===== src/hdl/hkc_pkg.sv =====
`timescale 1ns / 1ps

package hkc_pkg;

   localparam int DISP_WIDTH = 32;

   localparam logic [7:0] KEY_BS     = 8'd8;
   localparam logic [7:0] KEY_CR     = 8'd13;
   localparam logic [7:0] KEY_ESCAPE = 8'd27;
   localparam logic [7:0] KEY_0      = 8'h30;
   localparam logic [7:0] KEY_9      = 8'h39;
   localparam logic [7:0] KEY_UP_A   = 8'h41;
   localparam logic [7:0] KEY_UP_F   = 8'h46;
   localparam logic [7:0] KEY_LO_A   = 8'h61;
   localparam logic [7:0] KEY_LO_Z   = 8'h7A;
   localparam logic [7:0] CASE_DIFF  = 8'd32;
   localparam logic [7:0] LETTER_OFS = 8'd55;

   localparam logic [7:0] OP_EQ  = 8'h3D;
   localparam logic [7:0] OP_ADD = 8'h2B;
   localparam logic [7:0] OP_SUB = 8'h2D;
   localparam logic [7:0] OP_MUL = 8'h2A;
   localparam logic [7:0] OP_AND = 8'h26;
   localparam logic [7:0] OP_OR  = 8'h7C;
   localparam logic [7:0] OP_XOR = 8'h5E;
   localparam logic [7:0] OP_SHL = 8'h3C;
   localparam logic [7:0] OP_SHR = 8'h3E;
   localparam logic [7:0] OP_DIV = 8'h2F;
   localparam logic [7:0] OP_MOD = 8'h25;

   typedef enum logic [1:0] {
      KC_DIGIT,
      KC_BACK,
      KC_ESC,
      KC_OPER
   } key_class_type;

   typedef enum logic {
      ALU_IDLE,
      ALU_RUN
   } alu_state_type;

   typedef enum logic {
      CTRL_IDLE,
      CTRL_CALC
   } ctrl_state_type;

   typedef struct packed {
      logic       start;
      logic [7:0] op;
   } alu_req_type;

   function automatic logic [7:0] key_fold(input logic [7:0] k);
      logic [7:0] r;
      r = k;
      if (k >= KEY_LO_A && k <= KEY_LO_Z) begin
         r = k - CASE_DIFF;
      end
      if (r == KEY_CR) begin
         r = OP_EQ;
      end
      return r;
   endfunction

   function automatic key_class_type key_classify(input logic [7:0] k);
      key_class_type c;
      if (k == KEY_BS) begin
         c = KC_BACK;
      end else if (k == KEY_ESCAPE) begin
         c = KC_ESC;
      end else if ((k >= KEY_0 && k <= KEY_9) || (k >= KEY_UP_A && k <= KEY_UP_F)) begin
         c = KC_DIGIT;
      end else begin
         c = KC_OPER;
      end
      return c;
   endfunction

   function automatic logic [3:0] digit_value(input logic [7:0] k);
      logic [7:0] d;
      if (k <= KEY_9) begin
         d = k - KEY_0;
      end else begin
         d = k - LETTER_OFS;
      end
      return d[3:0];
   endfunction

endpackage


===== src/hdl/hkc_alu.sv =====
`timescale 1ns / 1ps

module hkc_alu
   import hkc_pkg::*;
#(
   parameter int DATA_WIDTH = 32
) (
   input  logic                  clock,
   input  logic                  reset,
   input  alu_req_type           req,
   input  logic [DATA_WIDTH-1:0] opa,
   input  logic [DATA_WIDTH-1:0] opb,
   output logic                  done,
   output logic [DATA_WIDTH-1:0] result
);

   localparam int CNT_W = $clog2(DATA_WIDTH + 1);
   localparam logic [CNT_W-1:0] CNT_FULL = CNT_W'(DATA_WIDTH);
   localparam logic [DATA_WIDTH-1:0] WIDTH_VAL = DATA_WIDTH'(DATA_WIDTH);

   alu_state_type state_ff, state_in;
   logic [7:0] op_ff, op_in;
   logic [DATA_WIDTH-1:0] a_ff, a_in;
   logic [DATA_WIDTH-1:0] b_ff, b_in;
   logic [DATA_WIDTH-1:0] acc_ff, acc_in;
   logic carry_ff, carry_in;
   logic [CNT_W-1:0] cnt_ff, cnt_in;
   logic done_ff, done_in;
   logic [DATA_WIDTH-1:0] result_ff, result_in;

   logic sum_bit;
   logic [DATA_WIDTH:0] trial;
   logic q_bit;

   always_ff @(posedge clock) begin
      if (reset) begin
         state_ff <= ALU_IDLE;
         done_ff  <= 1'b0;
      end else begin
         state_ff <= state_in;
         done_ff  <= done_in;
      end
      op_ff     <= op_in;
      a_ff      <= a_in;
      b_ff      <= b_in;
      acc_ff    <= acc_in;
      carry_ff  <= carry_in;
      cnt_ff    <= cnt_in;
      result_ff <= result_in;
   end

   always_comb begin
      state_in  = state_ff;
      op_in     = op_ff;
      a_in      = a_ff;
      b_in      = b_ff;
      acc_in    = acc_ff;
      carry_in  = carry_ff;
      cnt_in    = cnt_ff;
      done_in   = 1'b0;
      result_in = result_ff;
      sum_bit   = a_ff[0] ^ b_ff[0] ^ carry_ff;
      trial     = {acc_ff, a_ff[DATA_WIDTH-1]} - {1'b0, b_ff};
      q_bit     = ~trial[DATA_WIDTH];

      unique case (state_ff)
         ALU_IDLE: begin
            if (req.start) begin
               op_in    = req.op;
               a_in     = opa;
               b_in     = opb;
               acc_in   = '0;
               carry_in = 1'b0;
               cnt_in   = CNT_FULL;
               case (req.op)
                  OP_EQ: begin
                     done_in   = 1'b1;
                     result_in = opb;
                  end
                  OP_AND: begin
                     done_in   = 1'b1;
                     result_in = opa & opb;
                  end
                  OP_OR: begin
                     done_in   = 1'b1;
                     result_in = opa | opb;
                  end
                  OP_XOR: begin
                     done_in   = 1'b1;
                     result_in = opa ^ opb;
                  end
                  OP_ADD, OP_MUL: begin
                     state_in = ALU_RUN;
                  end
                  OP_SUB: begin
                     b_in     = ~opb;
                     carry_in = 1'b1;
                     state_in = ALU_RUN;
                  end
                  OP_DIV, OP_MOD: begin
                     if (opb == '0) begin
                        done_in   = 1'b1;
                        result_in = '1;
                     end else begin
                        state_in = ALU_RUN;
                     end
                  end
                  OP_SHL, OP_SHR: begin
                     if (opb >= WIDTH_VAL) begin
                        done_in   = 1'b1;
                        result_in = '0;
                     end else if (opb == '0) begin
                        done_in   = 1'b1;
                        result_in = opa;
                     end else begin
                        cnt_in   = opb[CNT_W-1:0];
                        state_in = ALU_RUN;
                     end
                  end
                  default: begin
                     done_in   = 1'b1;
                     result_in = '0;
                  end
               endcase
            end
         end
         ALU_RUN: begin
            cnt_in = cnt_ff - 1'b1;
            case (op_ff)
               OP_ADD, OP_SUB: begin
                  acc_in   = {sum_bit, acc_ff[DATA_WIDTH-1:1]};
                  carry_in = (a_ff[0] & b_ff[0]) | (carry_ff & (a_ff[0] ^ b_ff[0]));
                  a_in     = a_ff >> 1;
                  b_in     = b_ff >> 1;
                  result_in = acc_in;
               end
               OP_MUL: begin
                  acc_in    = acc_ff + (b_ff[0] ? a_ff : '0);
                  a_in      = a_ff << 1;
                  b_in      = b_ff >> 1;
                  result_in = acc_in;
               end
               OP_DIV, OP_MOD: begin
                  if (q_bit) begin
                     acc_in = trial[DATA_WIDTH-1:0];
                  end else begin
                     acc_in = {acc_ff[DATA_WIDTH-2:0], a_ff[DATA_WIDTH-1]};
                  end
                  a_in      = {a_ff[DATA_WIDTH-2:0], q_bit};
                  result_in = (op_ff == OP_DIV) ? a_in : acc_in;
               end
               OP_SHL: begin
                  a_in      = a_ff << 1;
                  result_in = a_in;
               end
               default: begin
                  a_in      = a_ff >> 1;
                  result_in = a_in;
               end
            endcase
            if (cnt_ff == CNT_W'(1)) begin
               done_in  = 1'b1;
               state_in = ALU_IDLE;
            end
         end
         default: begin
            state_in = ALU_IDLE;
         end
      endcase
   end

   assign done   = done_ff;
   assign result = result_ff;

endmodule


===== src/hdl/hex_key_calculator_unit.sv =====
`timescale 1ns / 1ps
// Channel   Direction  Ports                         Contents
// req       in         req_tvalid/tready/tdata       tdata[7:0] key
// rsp       out        rsp_tvalid/tready/tdata/tuser tdata[31:0] display, tuser[0] beep
//
// Digits, backspace, escape and operator keys with no digit since reset or the last operator
// key get a registered response. Computing keys use the bit-serial unit: '=' and logic ops
// at once; add, subtract, multiply, divide and modulo over DATA_WIDTH bits; shifts b bits.
// One key is handled at a time; req_tready drops while a calculation runs or a response
// waits without rsp_tready. Reset is synchronous and returns entry 0, pending '='.

module hex_key_calculator_unit
   import hkc_pkg::*;
#(
   parameter int DATA_WIDTH = 32
) (
   input  logic                  clock,
   input  logic                  reset,
   input  logic                  req_tvalid,
   output logic                  req_tready,
   input  logic [7:0]            req_tdata,   // [7:0] key
   output logic                  rsp_tvalid,
   input  logic                  rsp_tready,
   output logic [DISP_WIDTH-1:0] rsp_tdata,   // [31:0] display
   output logic [0:0]            rsp_tuser    // [0] beep
);

   ctrl_state_type state_ff, state_in;
   logic [DATA_WIDTH-1:0] entry_ff, entry_in;
   logic [DATA_WIDTH-1:0] first_ff, first_in;
   logic [7:0] pend_ff, pend_in;
   logic newnum_ff, newnum_in;
   logic rsp_valid_ff, rsp_valid_in;
   logic rsp_beep_ff, rsp_beep_in;
   logic [DISP_WIDTH-1:0] rsp_disp_ff, rsp_disp_in;

   logic [7:0] key_n;
   key_class_type key_class;
   logic [DATA_WIDTH-1:0] base;
   logic [DISP_WIDTH-1:0] disp_next;
   logic accept;
   alu_req_type alu_req;
   logic alu_done;
   logic [DATA_WIDTH-1:0] alu_result;

   hkc_alu #(
      .DATA_WIDTH(DATA_WIDTH)
   ) u_alu (
      .clock  (clock),
      .reset  (reset),
      .req    (alu_req),
      .opa    (first_ff),
      .opb    (entry_ff),
      .done   (alu_done),
      .result (alu_result)
   );

   generate
      if (DATA_WIDTH >= DISP_WIDTH) begin : g_disp_trunc
         assign disp_next = entry_in[DISP_WIDTH-1:0];
      end else begin : g_disp_ext
         assign disp_next = {{(DISP_WIDTH - DATA_WIDTH){1'b0}}, entry_in};
      end
   endgenerate

   assign key_n      = key_fold(req_tdata);
   assign key_class  = key_classify(key_n);
   assign req_tready = (state_ff == CTRL_IDLE) && (!rsp_valid_ff || rsp_tready);
   assign accept     = req_tvalid && req_tready;

   always_ff @(posedge clock) begin
      if (reset) begin
         state_ff     <= CTRL_IDLE;
         entry_ff     <= '0;
         first_ff     <= '0;
         pend_ff      <= OP_EQ;
         newnum_ff    <= 1'b1;
         rsp_valid_ff <= 1'b0;
      end else begin
         state_ff     <= state_in;
         entry_ff     <= entry_in;
         first_ff     <= first_in;
         pend_ff      <= pend_in;
         newnum_ff    <= newnum_in;
         rsp_valid_ff <= rsp_valid_in;
      end
      rsp_beep_ff <= rsp_beep_in;
      rsp_disp_ff <= rsp_disp_in;
   end

   always_comb begin
      state_in     = state_ff;
      entry_in     = entry_ff;
      first_in     = first_ff;
      pend_in      = pend_ff;
      newnum_in    = newnum_ff;
      rsp_valid_in = rsp_valid_ff && !rsp_tready;
      rsp_beep_in  = rsp_beep_ff;
      rsp_disp_in  = rsp_disp_ff;
      alu_req      = '{start: 1'b0, op: pend_ff};
      base         = newnum_ff ? '0 : entry_ff;

      unique case (state_ff)
         CTRL_IDLE: begin
            if (accept) begin
               rsp_beep_in  = 1'b0;
               rsp_valid_in = 1'b1;
               unique case (key_class)
                  KC_BACK: begin
                     entry_in = entry_ff >> 4;
                  end
                  KC_ESC: begin
                     entry_in = '0;
                  end
                  KC_DIGIT: begin
                     if (newnum_ff) begin
                        first_in = entry_ff;
                     end
                     newnum_in = 1'b0;
                     if (base[DATA_WIDTH-1:DATA_WIDTH-4] == 4'd0) begin
                        entry_in = {base[DATA_WIDTH-5:0], digit_value(key_n)};
                     end else begin
                        entry_in    = base;
                        rsp_beep_in = 1'b1;
                     end
                  end
                  KC_OPER: begin
                     pend_in   = key_n;
                     newnum_in = 1'b1;
                     if (!newnum_ff) begin
                        alu_req.start = 1'b1;
                        rsp_valid_in  = 1'b0;
                        state_in      = CTRL_CALC;
                     end
                  end
                  default: begin
                  end
               endcase
            end
         end
         CTRL_CALC: begin
            if (alu_done) begin
               entry_in     = alu_result;
               rsp_beep_in  = 1'b0;
               rsp_valid_in = 1'b1;
               state_in     = CTRL_IDLE;
            end
         end
         default: begin
            state_in = CTRL_IDLE;
         end
      endcase
      rsp_disp_in = (rsp_valid_in && !(rsp_valid_ff && !rsp_tready)) ? disp_next : rsp_disp_ff;
   end

   assign rsp_tvalid = rsp_valid_ff;
   assign rsp_tdata  = rsp_disp_ff;
   assign rsp_tuser  = rsp_beep_ff;

`ifndef SYNTHESIS
   a_calc_no_rsp : assert property (@(posedge clock) disable iff (reset)
      state_ff == CTRL_CALC |-> !rsp_valid_ff)
      else $error("response pending during calculation");

   a_done_in_calc : assert property (@(posedge clock) disable iff (reset)
      alu_done |-> state_ff == CTRL_CALC)
      else $error("arithmetic unit finished outside a calculation");

   a_beep_full : assert property (@(posedge clock) disable iff (reset)
      rsp_valid_ff && rsp_beep_ff |-> entry_ff[DATA_WIDTH-1:DATA_WIDTH-4] != 4'd0)
      else $error("beep with room left in entry");

   a_digit_clears_new : assert property (@(posedge clock) disable iff (reset)
      accept && key_class == KC_DIGIT |=> !newnum_ff)
      else $error("digit left new-number flag set");
`endif

endmodule


===== config.mk =====
export PLATFORM = sky130hd
export DESIGN_NAME = hex_key_calculator_unit
export DESIGN_NICKNAME = d
export VERILOG_FILES = /design/src/hdl/hkc_pkg.sv /design/src/hdl/hkc_alu.sv /design/src/hdl/hex_key_calculator_unit.sv
export SDC_FILE = /design/constraint.sdc
export NUM_CORES = 1
export LEC_CHECK = 0
export ABC_AREA = 0
export BUFFER_PORTS_ARGS = -buffer_cell sky130_fd_sc_hd__buf_2
export CAP_MARGIN = 20
export CORE_UTILIZATION = 40
export DETAILED_ROUTE_END_ITERATION = 7
export GPL_TIMING_DRIVEN = 0
export PLACE_DENSITY = 0.56
export SYNTH_ARGS = -nofsm -noshare
export SYNTH_HDL_FRONTEND = slang
export SYNTH_SLANG_ARGS = --single-unit
export TNS_END_PERCENT = 5

===== constraint.sdc =====
create_clock -name clock -period 12.5 [get_ports clock]
set_clock_uncertainty 0.1 [all_clocks]
set_input_delay 1.25 -clock clock [delete_from_list [all_inputs] [get_ports clock]]
set_output_delay 1.25 -clock clock [all_outputs]
set_load 0.005 [all_outputs]

# Word-level counts from Yosys, hierarchy flattened
# Cells that the tools add are included.
# W data, S select, Z words.
# word_totals
register_bits,253
mem_bits_rw,0
out_inout_bits,35
mem_count,0
elab_cells,177
latchBits,0
rom_bits,0
# op_classes
n_reduce_logical,32
n_div,0
n_lt_le_gt_ge,7
add_sub_neg,6
muxes,70
mul,0
n_eq_ne,33
shifts,0
bitwise,12
# op_table
cell,count
$mux W32,16
$pmux W32 S2,6
$pmux W32 S7,1
$pmux W32 S3,2
$pmux W32 S4,1
$eq A8 B6 Y1 const B,15
$sub A33 B32 Y33,1
$add A32 B32 Y32,1
$and A32 B32 Y32,1
$ge A32 B6 Y1 const B,1
$logic_not A32 Y1,1
$not A32 Y32,1
$or A32 B32 Y32,1
$xor A32 B32 Y32,1
$mux W1,24
$mux W6,4
$eq A8 B4 Y1 const B,2
$eq A8 B7 Y1 const B,2
$ge A8 B7 Y1 const B,2
$le A8 B7 Y1 const B,2
$mux W8,2
$pmux W1 S2,7
$pmux W6 S2,1
$ne A2 B2 Y1 const B,5
32 further kinds,60

# Longest topological paths before layout
# Gate-level depths: netlist of run 1.
# logic_depth
ltp_word,17
depth_mapped,19

# Hierarchy
# From an unflattened synthesis of run 1, not the netlist that was laid out.
# unflattened
cells_unflattened,2355
hier_area_um2,19693.9
# modules_own_cells
module,cells_per_inst,area_each_um2,instances
hkc_alu,1783,14570.2,1
hex_key_calculator_unit,572,5123.7,1

# Worst setup path before layout of run 1
# OpenSTA, ideal clock, no wires.
# synth_path
kind,in2reg
from,in req_tdata[0]
to,"reg u_alu.acc_ff[0], enable pin"
arrival_time_ps,5026
stages,16
path_buffers,0
setup_time_ps,441
path_slack_ps,6934
path_cell_list,inv_1 > ha_1 > nand2b_1 > a211oi_1 > o41a_1 > or3_1 > nand2_1 > nor2_1 > nor4b_1 > o21ai_1 > and2_1 > ha_1 > nand2_1 > nor2_1 > nor2_1 > a31oi_1
# synth_between
elab_chain_cells,17
word_cells_on_any_way,25
# synth_lines
item,line_no,text
"start, declared",hex_key_calculator_unit.sv:21,"input logic [7:0] req_tdata,"
$ge A8 B7 Y1 / $le A8 B7 Y1 (equally long branches),hkc_pkg.sv:56,if (k >= KEY_LO_A && k <= KEY_LO_Z) begin
$logic_and A1 B1 Y1,hkc_pkg.sv:56,
$mux W8 *,hkc_pkg.sv:56,
$eq A8 B4 Y1,hkc_pkg.sv:59,if (r == KEY_CR) begin
$mux W8 *,hkc_pkg.sv:59,
"$ge A8 B6 Y1, or another cell as far along",hkc_pkg.sv:71,end else if ((k >= KEY_0 && k <= KEY_9) || (k >= KEY_UP_A && k <= KEY_UP_F)) begin
$logic_and A1 B1 Y1,hkc_pkg.sv:71,
$logic_or A1 B1 Y1,hkc_pkg.sv:71,
$mux W2,hkc_pkg.sv:71,
$mux W2,hkc_pkg.sv:69,end else if (k == KEY_ESCAPE) begin
$mux W2 *,hkc_pkg.sv:67,if (k == KEY_BS) begin
$eq A2 B2 Y1 *,hex_key_calculator_unit.sv:108,unique case (key_class)
$mux W1 *,hex_key_calculator_unit.sv:108,
$mux W1 *,hex_key_calculator_unit.sv:105,if (accept) begin
$mux W1 *,hex_key_calculator_unit.sv:103,unique case (state_ff)
$ne A2 B2 Y1 (no source line) *,-,
$reduce_and A2 Y1 (no source line) *,-,
"end signal, assigned",hkc_alu.sv:46,acc_ff <= acc_in;
"end, declared",hkc_alu.sv:25,"logic [DATA_WIDTH-1:0] acc_ff, acc_in;"
# Every way passes the cells marked *; elsewhere a longest branch is shown, timed or not.
# A chain may end at the register's enable or synchronous reset.

# Final worst setup path of run 1
# layout_path
from,in req_tdata[1]
to,"reg u_alu.a_ff[30], enable pin"
# layout_between
elab_chain_cells,16
word_cells_on_any_way,24
# layout_lines
item,line_no,text
$ge A8 B7 Y1 / $le A8 B7 Y1 (equally long branches),hkc_pkg.sv:56,
$logic_and A1 B1 Y1,hkc_pkg.sv:56,
$mux W8 *,hkc_pkg.sv:56,
$eq A8 B4 Y1,hkc_pkg.sv:59,
$mux W8 *,hkc_pkg.sv:59,
"$ge A8 B6 Y1, or another cell as far along",hkc_pkg.sv:71,
$logic_and A1 B1 Y1,hkc_pkg.sv:71,
$logic_or A1 B1 Y1,hkc_pkg.sv:71,
$mux W2,hkc_pkg.sv:71,
$mux W2,hkc_pkg.sv:69,
$mux W2 *,hkc_pkg.sv:67,
$eq A2 B2 Y1 *,hex_key_calculator_unit.sv:108,
$mux W1 *,hex_key_calculator_unit.sv:108,
$mux W1 *,hex_key_calculator_unit.sv:105,
$mux W1 *,hex_key_calculator_unit.sv:103,
$ne A2 B2 Y1 (no source line) *,-,
"end signal, assigned",hkc_alu.sv:44,a_ff <= a_in;
"end, declared",hkc_alu.sv:23,"logic [DATA_WIDTH-1:0] a_ff, a_in;"
# Marks and branches as above.

==> metrics, run 1 <==
root buffer cell clkbuf_16; busiest grt layer met2; first-pass GRT wire length 113000 um; GRT Total Usage 30.4%; Final Hold Viols 0; pin count of the biggest net entering global routing 33; Area Overhead vs Synth 11.3%; Die Wd 222 um; gpl congestion 0.972; wire per inst 25.0 um; die height 222 um; Min-Delay Path Depth 0; drt first pass iters 6; fin crit share 44.9%; Mean Syn Cell Area 8.31 sq um; setup violators final 0; PortBufs 45; worst setup margin 6890 ps; FFs w/ async S/R, synth 0%; register area share after synthesis 35.3%; initial cell density of the core 40.5%; placement row count 80; Max Slew Vio Count 0; EDFF count, synth 176; Critical Setup Path Class in -> reg; drt first-iter violations 2076; instance count of the mapped netlist 2325; Total Routed Length 76100 um; vias in the first global route 17.9k; grt total ovfl 0; vias 18.6k; clock sinks 253; number of CTS-inserted buffers 31; TNS Setup 0 ps; synth unique cells 98; CTS Buffer Depth 3; WP data arrival 5840 ps; cts repair resizes 0; share of cells above drive strength 1 6.86%; ANT cells 0; initial antenna violation count 1; worst min path class reg -> reg; crit start category input port; Worst-Margin Slew 1200 ps; pre-CTS setup slack 6400 ps; Slew Limit Headroom 19.6%; Reg clk slew, reported paths 60 ps; met2 Usage GRT 48.0%; pwr dens 102 mW/mm^2; drt via density 6.09; post-CTS setup repair buffer count 0; Max VDD drop 0.111 mV; worst r2r path cells 13; CP max FO 25; Top FF cell, synth edfxtp_1; Final #Nets 2564; CTS tree yes; P_leak 7.82 nW; Final HPWL DP 60500 um; Hold Buf Count CTS 0; RSZ-0062 raised after global routing no; DIE AREA 0.0492 sq mm; IO Count 47; status complete, no violations; Syn Nets 2480; met1 Resource Use GR 42.5%; max cap viols 0; #FFs+latches synth 253; Tot Pwr 0.00219 W; grt met3 use 3.10%; Synth Cell Area 0.0193 sq mm; crit end category register; minimum clock period 5610 ps; Required @ worst endpoint 12740 ps; Final Util 45.0%; Max Fclk 0.178 GHz; YS warnings 0; # fillers 4882; CTS H-Tree Depth 1; drc violations 0; Clock Latency Late Sink 600 ps; core area 0.0477 sq mm; Final ANT Viol Nets 0
worst paths after layout:
check                startpoint                to  slack (ps)
setup / recovery   req_tdata[1]    u_alu.a_ff[30]        6890
hold / removal       pend_ff[1]    u_alu.op_ff[1]         350
setup reg to reg  u_alu.b_ff[0]  u_alu.result[25]        7570
hold reg to reg      pend_ff[1]    u_alu.op_ff[1]         350
layer usage:
layer	share of wire (%)	vias to the layer above	routed length, um
li1	-	8535	-
met1	43	9011	33100
met2	45	830	33900
met3	7.2	181	5510
met4	4.7	2	3600
met5	0.017	-	13
cells by family (layout without fill, tap and decap cells):
kind of cell,count (synthesis),count (layout),synth area share (%)
simple gates,735,735,17.6
compound gates,759,759,24.7
buf+inv,290,399,5.86
flops,253,253,35.3
xor+xnor,88,88,4.18
mux,57,57,2.98
fa+ha+maj,143,143,9.37
power by group:
group / total, W / switching [W] / leakage [nW] / internal (W)
combinational: 0.000323 / 0.000217 / 5.04 / 0.000106
sequential: 0.000957 / 0.0000276 / 2.28 / 0.000929
clock: 0.000905 / 0.000379 / 0.501 / 0.000526
cell usage in the layout, fill, tap and decap left out, types with 42 or more instances in the layout:
cell type    n
a21oi_1    266
and2_1      45
buf_2       68
clkbuf_1   139
dfxtp_1     77
edfxtp_1   176
ha_1       140
inv_1      131
mux2i_1     55
nand2_1    284
nor2_1     205
nor2b_1     42
o21ai_0    187
xnor2_1     62
cell usage after synthesis, drive strengths merged (5+ instances only):
library cell | number | area share [%]
a31oi | 25 | 0.81
nand3 | 32 | 0.88
or2 | 7 | 0.23
o31ai | 8 | 0.34
a21o | 24 | 0.93
xor2 | 25 | 1.2
nand4 | 10 | 0.32
nand2 | 284 | 5.5
and3 | 11 | 0.36
nor2b | 42 | 1.4
o32ai | 5 | 0.23
clkbuf | 129 | 2.5
ha | 140 | 9.1
a22oi | 33 | 1.3
a221oi | 37 | 1.7
a31o | 9 | 0.41
o211ai | 18 | 0.73
o21ai | 191 | 5.0
nand3b | 6 | 0.23
a2111oi | 5 | 0.23
a211o | 9 | 0.45
nand2b | 26 | 0.84
dfxtp | 77 | 8.0
a211oi | 21 | 0.88
mux2i | 55 | 2.8
and2 | 46 | 1.5
nor3 | 24 | 0.65
edfxtp | 176 | 27
nor4 | 13 | 0.53
o22ai | 6 | 0.23
buf | 28 | 0.76
a21oi | 269 | 7.0
o21bai | 10 | 0.39
o221ai | 15 | 0.68
o21a | 25 | 0.97
inv | 131 | 2.5
or3 | 6 | 0.19
xnor2 | 63 | 3.0
nor2 | 208 | 4.1
sequential cells by signal, summed over array words and instances, names as in the netlist, 6 cells and up:
signal,cells
u_alu.a_ff,32
u_alu.result,32
rsp_tdata,32
first_ff,32
u_alu.op_ff,8
u_alu.b_ff,32
u_alu.cnt_ff,6
u_alu.acc_ff,32
entry_ff,32
pend_ff,8
metrics by stage:
stage / hold slack, ps / cells / instance area (sq um)
detailed placement: 331 / 2991 / 20500
finish: 351 / 3049 / 21500
global route: 379 / 3049 / 21500
global placement: 341 / 2985 / 20300
floorplan: 306 / 2325 / 19300
CTS: 354 / 3049 / 21500
area by class of cell:
| class | count | area [sq um] | area share, % |
|---|---|---|---|
| Clock buffer | 47 | 920 | 4.28 |
| Timing Repair Buffer | 51 | 348 | 1.62 |
| Tap cell | 615 | 769 | 3.58 |
| Clock inverter | 11 | 85.1 | 0.396 |
| Inverter | 133 | 499 | 2.32 |
| Buffer | 157 | 633 | 2.94 |
| Multi-Input combinational cell | 1782 | 11400 | 53.1 |
| Sequential cell | 253 | 6830 | 31.7 |
critical path, stage by stage:
cell      delay (ps)
buf_2            130
inv_1            140
ha_1             190
inv_1             40
a2111o_1         420
or2_0            230
or3_1            390
nand2_1          200
nor2_1            70
nor4b_1          300
o21ai_1          160
and2_1           170
ha_1             260
nand2_1          100
nor2_1            70
nor2_1           740
inv_1            600
buf_16           330
(Power assumes the default switching activity.)
==> inputs of run 2 (changes only) <==
--- a/config.mk
+++ b/config.mk
@@ -11,7 +11,7 @@
 export CORE_UTILIZATION = 40
 export DETAILED_ROUTE_END_ITERATION = 7
 export GPL_TIMING_DRIVEN = 0
-export PLACE_DENSITY = 0.56
+export PLACE_DENSITY = 0.58
 export SYNTH_ARGS = -nofsm -noshare
 export SYNTH_HDL_FRONTEND = slang
 export SYNTH_SLANG_ARGS = --single-unit
==> constraint.sdc (replaced) <==
create_clock -name clock -period 5 [get_ports clock]
set_clock_uncertainty 0.1 [all_clocks]
set_input_delay 0.5 -clock clock [delete_from_list [all_inputs] [get_ports clock]]
set_output_delay 0.5 -clock clock [all_outputs]
set_load 0.005 [all_outputs]
==> run 2 against run 1 <==
Non-clock buffer count grew 4. Largest cell class unchanged. Sequential power grew 150%. Critical path depth shrank 6. Highest routed layer is now met4. Largest power group unchanged. Global-route usage shrank 0.21 points. Worst hold slack lost 150 ps.
==> metrics, run 2 (synthesis results as in run 1) <==
Final HPWL DP 60300 um; Worst R2R End u_alu.result[30]; ANT cells 0; design area 0.0215 sq mm; worst min path class in -> reg; Final Hold Viols 0; Max Fclk 0.202 GHz; Critical Setup Path Class reg -> reg; drc violations 0; CTS H-Tree Depth 1; Slew Limit Headroom 31.8%; Hold Buf Count CTS 0; drt first pass iters 6; Cells after DPL 2992; clock sinks 253; setup violators final 0; core area 0.0477 sq mm; fin crit share 99.2%; Required @ worst endpoint 5160 ps; pin count of the biggest net entering global routing 39; IO Count 47; number of CTS-inserted buffers 29; wire per inst 25.1 um; share of cells above drive strength 1 7.15%; RSZ-0062 raised after global routing no; PortBufs 45; max cap viols 0; first-pass GRT wire length 112000 um; gpl congestion 1.02; CTS Buffer Depth 3; Area Overhead vs Synth 11.2%; drt via density 6.13; grt total ovfl 0; vias in the first global route 17.9k; crit start category register; Max VDD drop 0.267 mV; drt first-iter violations 2157; most frequent cells in the layout nand2_1, a21oi_1, nor2_1; Max Slew Vio Count 0; Total Routed Length 76400 um; Final ANT Viol Nets 0; WP data arrival 5120 ps; Die Wd 222 um; status complete, no violations; crit end category register; vias 18.7k; fin cells 3048; pwr dens 253 mW/mm^2; Clock Latency Late Sink 580 ps; hold slack 203 ps; Placement Cell Area 0.0205 sq mm; Worst-Margin Slew 1020 ps; CP max FO 10; Final #Nets 2566; most common cell after layout, fill and taps aside nand2_1; placement row count 80; initial antenna violation count 1; DIE AREA 0.0492 sq mm; Min-Delay Path Depth 2; worst r2r path cells 12; root buffer cell clkbuf_16; initial cell density of the core 40.5%; P_leak 7.82 nW; minimum clock period 4960 ps; FF-to-FF setup slack 40 ps; min-delay src reset; Reg-to-Reg Start u_alu.a_ff[31]; end of the worst hold path entry_ff[15]; GRT Total Usage 30.2%; Reg clk slew, reported paths 70 ps; Tot Pwr 0.00543 W; CTS tree yes; die height 222 um
run 2: how the worst max path moves through the flow:
stage / from / to / slack, ps
final: u_alu.a_ff[31] / u_alu.result[30] / 40
after global routing: req_tdata[1] / u_alu.a_ff[12] / 0.8
after CTS: u_alu.b_ff[0] / u_alu.result[21] / 180
after detailed placement: req_tdata[1] / u_alu.a_ff[25] / -230
after global placement: req_tdata[1] / u_alu.acc_ff[31] / -1840
after floorplan: req_tdata[0] / u_alu.acc_ff[0] / 180
run 2: power breakdown:
group	internal, W	switching [W]	leakage (nW)
Combinational	0.000264	0.000539	5.04
Sequential	0.00232	0.0000694	2.28
Clock	0.00129	0.000944	0.500
run 2: critical path, cell delays in order (launching register included):
cell      delay, ps
edfxtp_1        590
inv_1           120
ha_1            190
inv_1            60
fa_1            430
a211oi_1        260
o21ai_0         230
o211ai_2        390
nand3_2         260
a211o_4         440
xnor2_4         510
a32oi_1         210
o311ai_0        830
run 2: cell type report:
| type | instances | area [sq um] |
|---|---|---|
| Clock inverter | 13 | 103 |
| Inverter | 133 | 499 |
| Buffer | 157 | 636 |
| Sequential cell | 253 | 6830 |
| Multi-Input combinational cell | 1782 | 11400 |
| Clock buffer | 40 | 883 |
| Fill cell | 4811 | 26300 |
| Timing Repair Buffer | 55 | 347 |
| Tap cell | 615 | 769 |
run 2: timing repair:
item / 4_1_cts / 5_1_grt
buffers inserted: 0 / 2
resized for setup: 0 / 2
setup endpoints to repair: 0 / 2
run 2: layer usage:
| metal | global-route usage, % | vias to the layer above | share of wire, % |
|---|---|---|---|
| li1 | - | 8533 | - |
| met1 | 41.6 | 8960 | 43 |
| met2 | 47.5 | 980 | 44 |
| met3 | 4.04 | 213 | 8.2 |
| met4 | 12.9 | 0 | 4.6 |
| met5 | 0 | - | 0 |
run 2: per-stage QoR:
stage	TNS (ps)	setup slack [ps]	utilization [%]
detailed placement	-9410	-234	42.9
floorplan	0	184	-
finish	0	38.3	45.0
global route	0	0.798	45.0
CTS	0	181	44.9
global placement	-188480	-1840	42.6
